`src/hw/rtl/adsr_pkg.sv`:
```
// Shared types and constants for the ADSR envelope level block.
// No dependencies; used by every module under hw/rtl.
package adsr_pkg;

  // Level is unsigned fixed point with 16 fraction bits, 0..65536.
  localparam int LEVEL_W = 17;
  localparam logic [LEVEL_W-1:0] LEVEL_ONE = 17'h10000;

  // One quotient bit per divider cell.
  localparam int QUO_W = LEVEL_W;

  // Output beat: level padded up to whole bytes.
  localparam int OUT_DATA_W = 24;

  localparam int CFG_IDX_W = 2;

  typedef enum logic [CFG_IDX_W-1:0] {
    REG_ATTACK  = 2'd0,
    REG_DECAY   = 2'd1,
    REG_SUSTAIN = 2'd2,
    REG_RELEASE = 2'd3
  } reg_idx_t;

  // Travels with each item down the divider chain: the level the
  // segment starts from and whether the quotient is subtracted.
  typedef struct packed {
    logic [LEVEL_W-1:0] base;
    logic               sub;
  } tag_t;

endpackage

```
`src/hw/rtl/adsr_front.sv`:
```
// Front end: region decode and numerator multiply, two registered stages.
// Depends on adsr_pkg. Feeds the adsr_div_cell chain.
module adsr_front #(
  parameter int TIME_BITS = 24
) (
  input  logic                                  clk,
  input  logic                                  rst,
  input  logic                                  up_valid,
  output logic                                  up_ready,
  input  logic [TIME_BITS-1:0]                  now_ticks,
  input  logic [TIME_BITS-1:0]                  note_off_ticks,
  input  logic [TIME_BITS-1:0]                  attack_ticks,
  input  logic [TIME_BITS-1:0]                  decay_ticks,
  input  logic [adsr_pkg::LEVEL_W-1:0]          sustain_level,
  input  logic [TIME_BITS-1:0]                  release_ticks,
  output logic                                  dn_valid,
  input  logic                                  dn_ready,
  output logic [TIME_BITS+adsr_pkg::LEVEL_W-1:0] dn_num,
  output logic [TIME_BITS-1:0]                  dn_dvs,
  output adsr_pkg::tag_t                        dn_tag
);

  localparam int NUM_W = TIME_BITS + adsr_pkg::LEVEL_W;

  logic [adsr_pkg::LEVEL_W-1:0] sus;
  logic [TIME_BITS:0]           t_ext;
  logic [TIME_BITS:0]           end_decay;
  logic [TIME_BITS:0]           end_release;

  logic [TIME_BITS-1:0]         x_next;
  logic [adsr_pkg::LEVEL_W-1:0] m_next;
  logic [TIME_BITS-1:0]         dvs_next;
  adsr_pkg::tag_t               tag_next;

  logic                         s1_valid;
  logic                         s1_ready;
  logic [TIME_BITS-1:0]         s1_x;
  logic [adsr_pkg::LEVEL_W-1:0] s1_m;
  logic [TIME_BITS-1:0]         s1_dvs;
  adsr_pkg::tag_t               s1_tag;
  logic                         s2_ready;

  assign sus = (sustain_level > adsr_pkg::LEVEL_ONE) ? adsr_pkg::LEVEL_ONE : sustain_level;
  assign t_ext       = {1'b0, now_ticks};
  assign end_decay   = {1'b0, attack_ticks} + {1'b0, decay_ticks};
  assign end_release = {1'b0, note_off_ticks} + {1'b0, release_ticks};

  // Divisor is nonzero in every dividing region: a zero-length segment
  // is always caught by the test before it. Flat regions divide 0 by 1.
  always_comb begin
    x_next        = '0;
    m_next        = '0;
    dvs_next      = TIME_BITS'(1);
    tag_next.base = '0;
    tag_next.sub  = 1'b0;
    if (now_ticks == '0) begin
      tag_next.base = '0;
    end else if (now_ticks <= attack_ticks) begin
      x_next   = now_ticks;
      m_next   = adsr_pkg::LEVEL_ONE;
      dvs_next = attack_ticks;
    end else if (t_ext <= end_decay) begin
      x_next        = now_ticks - attack_ticks;
      m_next        = adsr_pkg::LEVEL_ONE - sus;
      dvs_next      = decay_ticks;
      tag_next.base = adsr_pkg::LEVEL_ONE;
      tag_next.sub  = 1'b1;
    end else if (now_ticks <= note_off_ticks) begin
      tag_next.base = sus;
    end else if (t_ext <= end_release) begin
      x_next        = now_ticks - note_off_ticks;
      m_next        = sus;
      dvs_next      = release_ticks;
      tag_next.base = sus;
      tag_next.sub  = 1'b1;
    end
  end

  assign s2_ready = !dn_valid || dn_ready;
  assign s1_ready = !s1_valid || s2_ready;
  assign up_ready = s1_ready;

  always_ff @(posedge clk) begin
    if (rst) begin
      s1_valid <= 1'b0;
    end else if (s1_ready) begin
      s1_valid <= up_valid;
    end
  end

  always_ff @(posedge clk) begin
    if (s1_ready && up_valid) begin
      s1_x   <= x_next;
      s1_m   <= m_next;
      s1_dvs <= dvs_next;
      s1_tag <= tag_next;
    end
  end

  always_ff @(posedge clk) begin
    if (rst) begin
      dn_valid <= 1'b0;
    end else if (s2_ready) begin
      dn_valid <= s1_valid;
    end
  end

  // x <= divisor and m <= 65536, so the product fits NUM_W exactly
  always_ff @(posedge clk) begin
    if (s2_ready && s1_valid) begin
      dn_num <= NUM_W'(s1_x) * NUM_W'(s1_m);
      dn_dvs <= s1_dvs;
      dn_tag <= s1_tag;
    end
  end

endmodule

```
`src/hw/rtl/adsr_div_cell.sv`:
```
// One restoring-division cell: resolves one quotient bit per item.
// Depends on adsr_pkg. Instantiated in a chain by adsr_envelope_level.
module adsr_div_cell #(
  parameter int TIME_BITS = 24,
  parameter int SHIFT     = 0
) (
  input  logic                                   clk,
  input  logic                                   rst,
  input  logic                                   up_valid,
  output logic                                   up_ready,
  input  logic [TIME_BITS+adsr_pkg::LEVEL_W-1:0] up_rem,
  input  logic [TIME_BITS-1:0]                   up_dvs,
  input  logic [adsr_pkg::QUO_W-1:0]             up_quo,
  input  adsr_pkg::tag_t                         up_tag,
  output logic                                   dn_valid,
  input  logic                                   dn_ready,
  output logic [TIME_BITS+adsr_pkg::LEVEL_W-1:0] dn_rem,
  output logic [TIME_BITS-1:0]                   dn_dvs,
  output logic [adsr_pkg::QUO_W-1:0]             dn_quo,
  output adsr_pkg::tag_t                         dn_tag
);

  localparam int NUM_W = TIME_BITS + adsr_pkg::LEVEL_W;

  logic [NUM_W-1:0] dvs_sh;
  logic             fits;

  assign dvs_sh   = NUM_W'(up_dvs) << SHIFT;
  assign fits     = (up_rem >= dvs_sh);
  assign up_ready = !dn_valid || dn_ready;

  always_ff @(posedge clk) begin
    if (rst) begin
      dn_valid <= 1'b0;
    end else if (up_ready) begin
      dn_valid <= up_valid;
    end
  end

  always_ff @(posedge clk) begin
    if (up_ready && up_valid) begin
      dn_rem <= fits ? (up_rem - dvs_sh) : up_rem;
      dn_dvs <= up_dvs;
      dn_quo <= {up_quo[adsr_pkg::QUO_W-2:0], fits};
      dn_tag <= up_tag;
    end
  end

endmodule

```
`src/hw/rtl/adsr_envelope_level.sv`:
```
// Top level of the linear ADSR envelope level block.
// Depends on adsr_pkg, adsr_front and adsr_div_cell.
//
// Usage:
//   s_axis carries one beat per sample: now_ticks and note_off_ticks.
//   m_axis returns one beat per input beat, in order: the level,
//   unsigned with 16 fraction bits (65536 = full level).
//   cfg_we/cfg_index/cfg_data write attack, decay, sustain and release;
//   write them only while no beat is in flight.
// Pipeline: region decode, multiply, one cell per quotient bit for 17 bits,
//   output register, each registered in that order.
// Throughput: one beat per cycle while m_axis is not stalled; every cell is a
//   pipeline stage that passes its item to the next cell each cycle it is not held.
// Reset: rst (synchronous) empties the pipeline and loads the register
//   defaults: zero-length attack, decay and release, full sustain.
// Stall: a held m_axis beat keeps its data; the stages behind it keep
//   filling, so s_axis_tready only drops once every stage holds a beat.
module adsr_envelope_level #(
  parameter int TIME_BITS = 24
) (
  input  logic                                clk,
  input  logic                                rst,
  // s_axis_tdata: now_ticks, note_off_ticks (from bit 0 up), zero pad
  input  logic                                s_axis_tvalid,
  output logic                                s_axis_tready,
  input  logic [((2*TIME_BITS+7)/8)*8-1:0]    s_axis_tdata,
  // m_axis_tdata: level (from bit 0 up), zero pad
  output logic                                m_axis_tvalid,
  input  logic                                m_axis_tready,
  output logic [adsr_pkg::OUT_DATA_W-1:0]     m_axis_tdata,
  input  logic                                cfg_we,
  input  logic [adsr_pkg::CFG_IDX_W-1:0]      cfg_index,
  input  logic [((TIME_BITS > adsr_pkg::LEVEL_W) ? TIME_BITS : adsr_pkg::LEVEL_W)-1:0]
                                              cfg_data
);

  localparam int NUM_W = TIME_BITS + adsr_pkg::LEVEL_W;
  localparam int QW    = adsr_pkg::QUO_W;

  // Configuration registers
  logic [TIME_BITS-1:0]         attack_ticks;
  logic [TIME_BITS-1:0]         decay_ticks;
  logic [adsr_pkg::LEVEL_W-1:0] sustain_level;
  logic [TIME_BITS-1:0]         release_ticks;

  always_ff @(posedge clk) begin
    if (rst) begin
      attack_ticks  <= '0;
      decay_ticks   <= '0;
      sustain_level <= adsr_pkg::LEVEL_ONE;
      release_ticks <= '0;
    end else if (cfg_we) begin
      case (adsr_pkg::reg_idx_t'(cfg_index))
        adsr_pkg::REG_ATTACK:  attack_ticks  <= cfg_data[TIME_BITS-1:0];
        adsr_pkg::REG_DECAY:   decay_ticks   <= cfg_data[TIME_BITS-1:0];
        adsr_pkg::REG_SUSTAIN: sustain_level <= cfg_data[adsr_pkg::LEVEL_W-1:0];
        adsr_pkg::REG_RELEASE: release_ticks <= cfg_data[TIME_BITS-1:0];
        default: ;
      endcase
    end
  end

  // Links of the cell chain; link 0 is the front end's output
  logic                 c_valid [0:QW];
  logic                 c_ready [0:QW];
  logic [NUM_W-1:0]     c_rem   [0:QW];
  logic [TIME_BITS-1:0] c_dvs   [0:QW];
  logic [QW-1:0]        c_quo   [0:QW];
  adsr_pkg::tag_t       c_tag   [0:QW];

  adsr_front #(
    .TIME_BITS(TIME_BITS)
  ) u_front (
    .clk            (clk),
    .rst            (rst),
    .up_valid       (s_axis_tvalid),
    .up_ready       (s_axis_tready),
    .now_ticks      (s_axis_tdata[TIME_BITS-1:0]),
    .note_off_ticks (s_axis_tdata[2*TIME_BITS-1:TIME_BITS]),
    .attack_ticks   (attack_ticks),
    .decay_ticks    (decay_ticks),
    .sustain_level  (sustain_level),
    .release_ticks  (release_ticks),
    .dn_valid       (c_valid[0]),
    .dn_ready       (c_ready[0]),
    .dn_num         (c_rem[0]),
    .dn_dvs         (c_dvs[0]),
    .dn_tag         (c_tag[0])
  );

  assign c_quo[0] = '0;

  // Cell i resolves quotient bit QW-1-i, most significant first.
  // The numerator is below divisor * 2^QW, so QW cells suffice.
  for (genvar i = 0; i < QW; i++) begin : g_cell
    adsr_div_cell #(
      .TIME_BITS(TIME_BITS),
      .SHIFT    (QW-1-i)
    ) u_cell (
      .clk      (clk),
      .rst      (rst),
      .up_valid (c_valid[i]),
      .up_ready (c_ready[i]),
      .up_rem   (c_rem[i]),
      .up_dvs   (c_dvs[i]),
      .up_quo   (c_quo[i]),
      .up_tag   (c_tag[i]),
      .dn_valid (c_valid[i+1]),
      .dn_ready (c_ready[i+1]),
      .dn_rem   (c_rem[i+1]),
      .dn_dvs   (c_dvs[i+1]),
      .dn_quo   (c_quo[i+1]),
      .dn_tag   (c_tag[i+1])
    );
  end

  // Output register: apply the quotient to the segment's start level.
  // Attack adds (at most 65536); decay and release subtract at most base.
  logic [adsr_pkg::LEVEL_W-1:0] level;
  logic [adsr_pkg::LEVEL_W-1:0] level_next;

  assign level_next = c_tag[QW].sub ? (c_tag[QW].base - c_quo[QW])
                                    : (c_tag[QW].base + c_quo[QW]);
  assign c_ready[QW] = !m_axis_tvalid || m_axis_tready;

  always_ff @(posedge clk) begin
    if (rst) begin
      m_axis_tvalid <= 1'b0;
    end else if (c_ready[QW]) begin
      m_axis_tvalid <= c_valid[QW];
    end
  end

  always_ff @(posedge clk) begin
    if (c_ready[QW] && c_valid[QW]) begin
      level <= level_next;
    end
  end

  assign m_axis_tdata = adsr_pkg::OUT_DATA_W'(level);

endmodule

```
`config.mk`:
```
export PLATFORM = sky130hd
export DESIGN_NAME = adsr_envelope_level
export DESIGN_NICKNAME = d
export VERILOG_FILES = /design/src/hw/rtl/adsr_pkg.sv /design/src/hw/rtl/adsr_front.sv /design/src/hw/rtl/adsr_div_cell.sv /design/src/hw/rtl/adsr_envelope_level.sv
export SDC_FILE = /design/constraint.sdc
export NUM_CORES = 2
export LEC_CHECK = 0
export ABC_AREA = 1
export BUFFER_PORTS_ARGS = -buffer_cell sky130_fd_sc_hd__buf_2
export CORE_MARGIN = 2
export CORE_UTILIZATION = 30
export CTS_CLUSTER_DIAMETER = 80
export DETAILED_ROUTE_END_ITERATION = 16
export PLACE_DENSITY_LB_ADDON = 0.08
export SLEW_MARGIN = 20
export SYNTH_ARGS = -nofsm -noshare
export SYNTH_HDL_FRONTEND = slang
export SYNTH_SLANG_ARGS = --single-unit
```
`constraint.sdc`:
```
create_clock -name clk -period 11.25 [get_ports clk]
set_clock_uncertainty 0.2 [all_clocks]
set_input_delay 1.6875 -clock clk [delete_from_list [all_inputs] [get_ports clk]]
set_output_delay 1.6875 -clock clk [all_outputs]
set_load 0.005 [all_outputs]
```
==> summary.txt <==
Status
  • Status: finished clean

Logic synthesis
  • Number of synthesized flops with an enable pin: 1682
  • Commonest cells in the netlist: nand2_1 (2040), inv_1 (1818), edfxtp_1 (1682)
  • Async SR Flop Fraction: 0%
  • Unique cell type count in the Yosys netlist: 71
  • Ys Warns: 0
  • Mapped Avg Cell Area: 9.68 um^2
  • Primary FF master, synth: edfxtp_1
  • Top post-synthesis cells by area: edfxtp_1 (47%), ha_1 (7.9%), nand2_1 (7.1%), fa_1 (6.5%), inv_1 (6.3%)
  • Sequential element share of the synthesized area: 48.8%
  • Dominant cell type by area after synthesis: edfxtp_1
  • Post-synthesis register bit count: 1791
  • Top cell type's share of synthesized area: 46.8%
  • Count leader, synth: nand2_1
  • Synth Instances: 11200
  • Area of the mapped netlist: 0.108 mm^2

Clocking
  • Setup bufs post-CTS: 0
  • Clock slew at reported path FFs: 70 ps
  • H-tree Lvls: 4
  • Worst skew pair latency: 940 ps
  • Clock sink count: 1791
  • Cts hold-fix bufs: 0
  • Post-CTS sizing: 0
  • Clock Path Buffers: 4
  • CTS tree: built
  • Num CTS Buffers: 221
  • Clock root cell: clkbuf_16

Detailed routing
  • Routed wire per std cell: 21.5 um
  • Drt via density: 4.75
  • DRC: 0
  • Router iterations before antenna repair: 5
  • Total wire length: 349000 um
  • Via count: 77300
  • Remaining antenna violation count: 0
  • Iter 0 DRT Violations: 5524

Job
  • Max-cap viol count: 0

Setup path
  • Critical R2R Capture: u_front.dn_num[32]
  • Top fanout value on the critical path: 17
  • Slowest CP cell: edfxtp_1
  • Crit-path cells: nand2_1, fa_1, inv_1, fa_1, fa_1, fa_1, fa_1, inv_1, fa_1, inv_1, ha_1, nand2_1, nor2_1, inv_1, nor3_1, a21oi_1, o21ai_0, a21oi_1, xnor2_1
  • FF-to-FF setup slack: 4180 ps
  • Arrival time at the worst endpoint: 7520 ps
  • Cell count of the worst reg-to-reg path: 19
  • Crit path required time: 11700 ps
  • Most Frequent Cell on Critical Path: fa_1
  • Crit start category: register
  • Critical Path End Type: register
  • Kind of critical path: reg -> reg
  • Max stage delay on crit path: 1100 ps
  • Crit path buffers/inverters: 4
  • Worst r2r src: u_front.s1_x[7]
  • Cell family contributing the most delay on the critical path: adder cells

Timing
  • Final hold vios: 0
  • Final setup viols: 0
  • Final setup TNS: 0 ps
  • Fmax: 141 MHz
  • Final Cycle Share: 62.8%
  • Crit path time final: 7070 ps
  • Slew HR: 22.7%
  • Final worst slack: 4180 ps
  • RSZ-0062 raised after global routing: no
  • Worst-margin pin slew: 1160 ps
  • Max-slew violation count: 0

Floorplan
  • FP Rows: 220
  • Die height: 604 um
  • Chip width: 604 um
  • Die ar.: 0.365 mm^2
  • I/O pin count: 105
  • Initial Util: 30.1%
  • Placeable Area: 0.359 mm^2

Power
  • P_leak: 49.0 nW
  • Overall Power: 26.1 mW
  • Pwr/cell area: 215 mW/mm^2
  • Peak VDD IR: 334 uV

Global routing
  • Grt total ovfl: 0
  • GRT Resource Usage Total: 18.9%
  • Global-route wire length before repair: 517000 um
  • Initial antenna violation count: 11
  • Largest net degree at the start of global routing: 80
  • Vias in the first global route: 78300

Place
  • DP Worst Slack: 4100 ps
  • Area after DPL: 0.114 mm^2
  • Port buffer count: 97
  • HPWL Detailed: 278000 um
  • GP Congestion: 0.897
  • Placed Instances: 15900

Layout
  • Cell area after layout: 0.121 mm^2
  • Fill cells: 36700
  • Layout cells sized above 1: 5.50%
  • Nets: 12400
  • Fin cells: 16300
  • Area delta synth->final: 12.3%

Worst hold path
  • Hold Crit Class: reg -> reg
  • Hold Path Depth: 0
  • Worst Hold Launch: g_cell[15].u_cell.dn_tag[2]
  • Hold path endpoint: g_cell[16].u_cell.dn_tag[2]
cell families (layout without fill, tap and decap cells):
kind of cell | Yosys count | in the layout | share of synthesized area, %
other | 1 | 10 | 0.00347
xor gates and xnor gates | 616 | 616 | 5.00
and+or+nand+nor | 3513 | 3513 | 13.6
AOI/OAI and AO/OA | 2135 | 2135 | 10.7
DFF | 1791 | 1791 | 48.8
adders and majority gates | 1035 | 1035 | 14.4
buffers and inverters | 2065 | 2406 | 7.41
per-layer routing:
| layer | routed length (um) | up-vias | global-route usage, % |
|---|---|---|---|
| met3 | 13200 | 373 | 2.06 |
| met2 | 167000 | 1572 | 32.1 |
| met4 | 8060 | 0 | 4.29 |
| li1 | - | 37800 | - |
| met5 | 0 | - | 0 |
| met1 | 161000 | 37500 | 25.7 |
worst reg2reg max path, delay by kind of cell (launching register included):
kind / cells / cell delay, ps
buffers and inverters: 4 / 220
AO/OA/AOI/OAI: 3 / 640
flip-flops: 1 / 1100
adder cells (fa/ha/maj): 7 / 3600
XOR/XNOR: 1 / 150
AND/OR/NAND/NOR: 4 / 880
metrics by stage:
step | util (%) | hold WS [ps]
after floorplan | - | 200
after global placement | 31.8 | 204
after detailed placement | 31.8 | 205
after CTS | 33.8 | 199
after global routing | 33.8 | 219
final | 33.8 | 205
worst max-delay path by stage:
stage / start / endpoint / depth (start not counted)
2_1_floorplan: m_axis_tready / g_cell[10].u_cell.dn_dvs[0] / 6
3_3_place_gp: u_front.s1_m[12] / u_front.dn_num[32] / 19
3_5_place_dp: u_front.s1_m[4] / u_front.dn_num[31] / 19
4_1_cts: u_front.s1_m[4] / u_front.dn_num[31] / 19
5_1_grt: u_front.s1_m[6] / u_front.dn_num[32] / 21
6_report: u_front.s1_x[7] / u_front.dn_num[32] / 19
where the power goes:
| group | internal, mW | total [mW] | switching (mW) |
|---|---|---|---|
| clock network | 4.20 | 7.17 | 2.97 |
| registers | 7.87 | 8.15 | 0.286 |
| logic | 3.78 | 10.8 | 6.98 |
| total | 15.8 | 26.1 | 10.2 |
flip-flops by register name (all words and copies together) (netlist names), 18 cells and up:
name	flops
u_front.s1_tag	18
g_cell.u_cell.dn_tag	306
g_cell.u_cell.dn_dvs	384
decay_ticks	24
u_front.dn_tag	18
attack_ticks	24
g_cell.u_cell.dn_rem	656
u_front.s1_dvs	24
u_front.dn_dvs	24
u_front.dn_num	41
u_front.s1_x	24
release_ticks	24
g_cell.u_cell.dn_quo	153
cell type report:
| type | count | area (um^2) | share of cell area [%] |
|---|---|---|---|
| Multi-Input combinational cell | 7306 | 47400 | 39.1 |
| Sequential cell | 1791 | 52700 | 43.5 |
| Antenna cell | 3 | 7.51 | 0.00619 |
| Clock inverter | 129 | 1320 | 1.09 |
| Tap cell | 4773 | 5970 | 4.93 |
| Timing Repair Buffer | 165 | 1050 | 0.867 |
| Clock buffer | 278 | 5920 | 4.88 |
| Inverter | 1834 | 6900 | 5.69 |
cell usage in the layout (no fill, tap or decap), drive strengths merged, types with 116 or more instances in the layout:
| cell | instances |
|---|---|
| nand4 | 116 |
| ha | 685 |
| nand3 | 240 |
| xor2 | 304 |
| nor2 | 778 |
| a21oi | 885 |
| o21ai | 927 |
| nor3 | 164 |
| fa | 350 |
| clkbuf | 278 |
| xnor2 | 312 |
| nand2 | 2052 |
| inv | 1842 |
| buf | 165 |
| edfxtp | 1682 |
No activity file was read; power rests on OpenSTA's default activity.
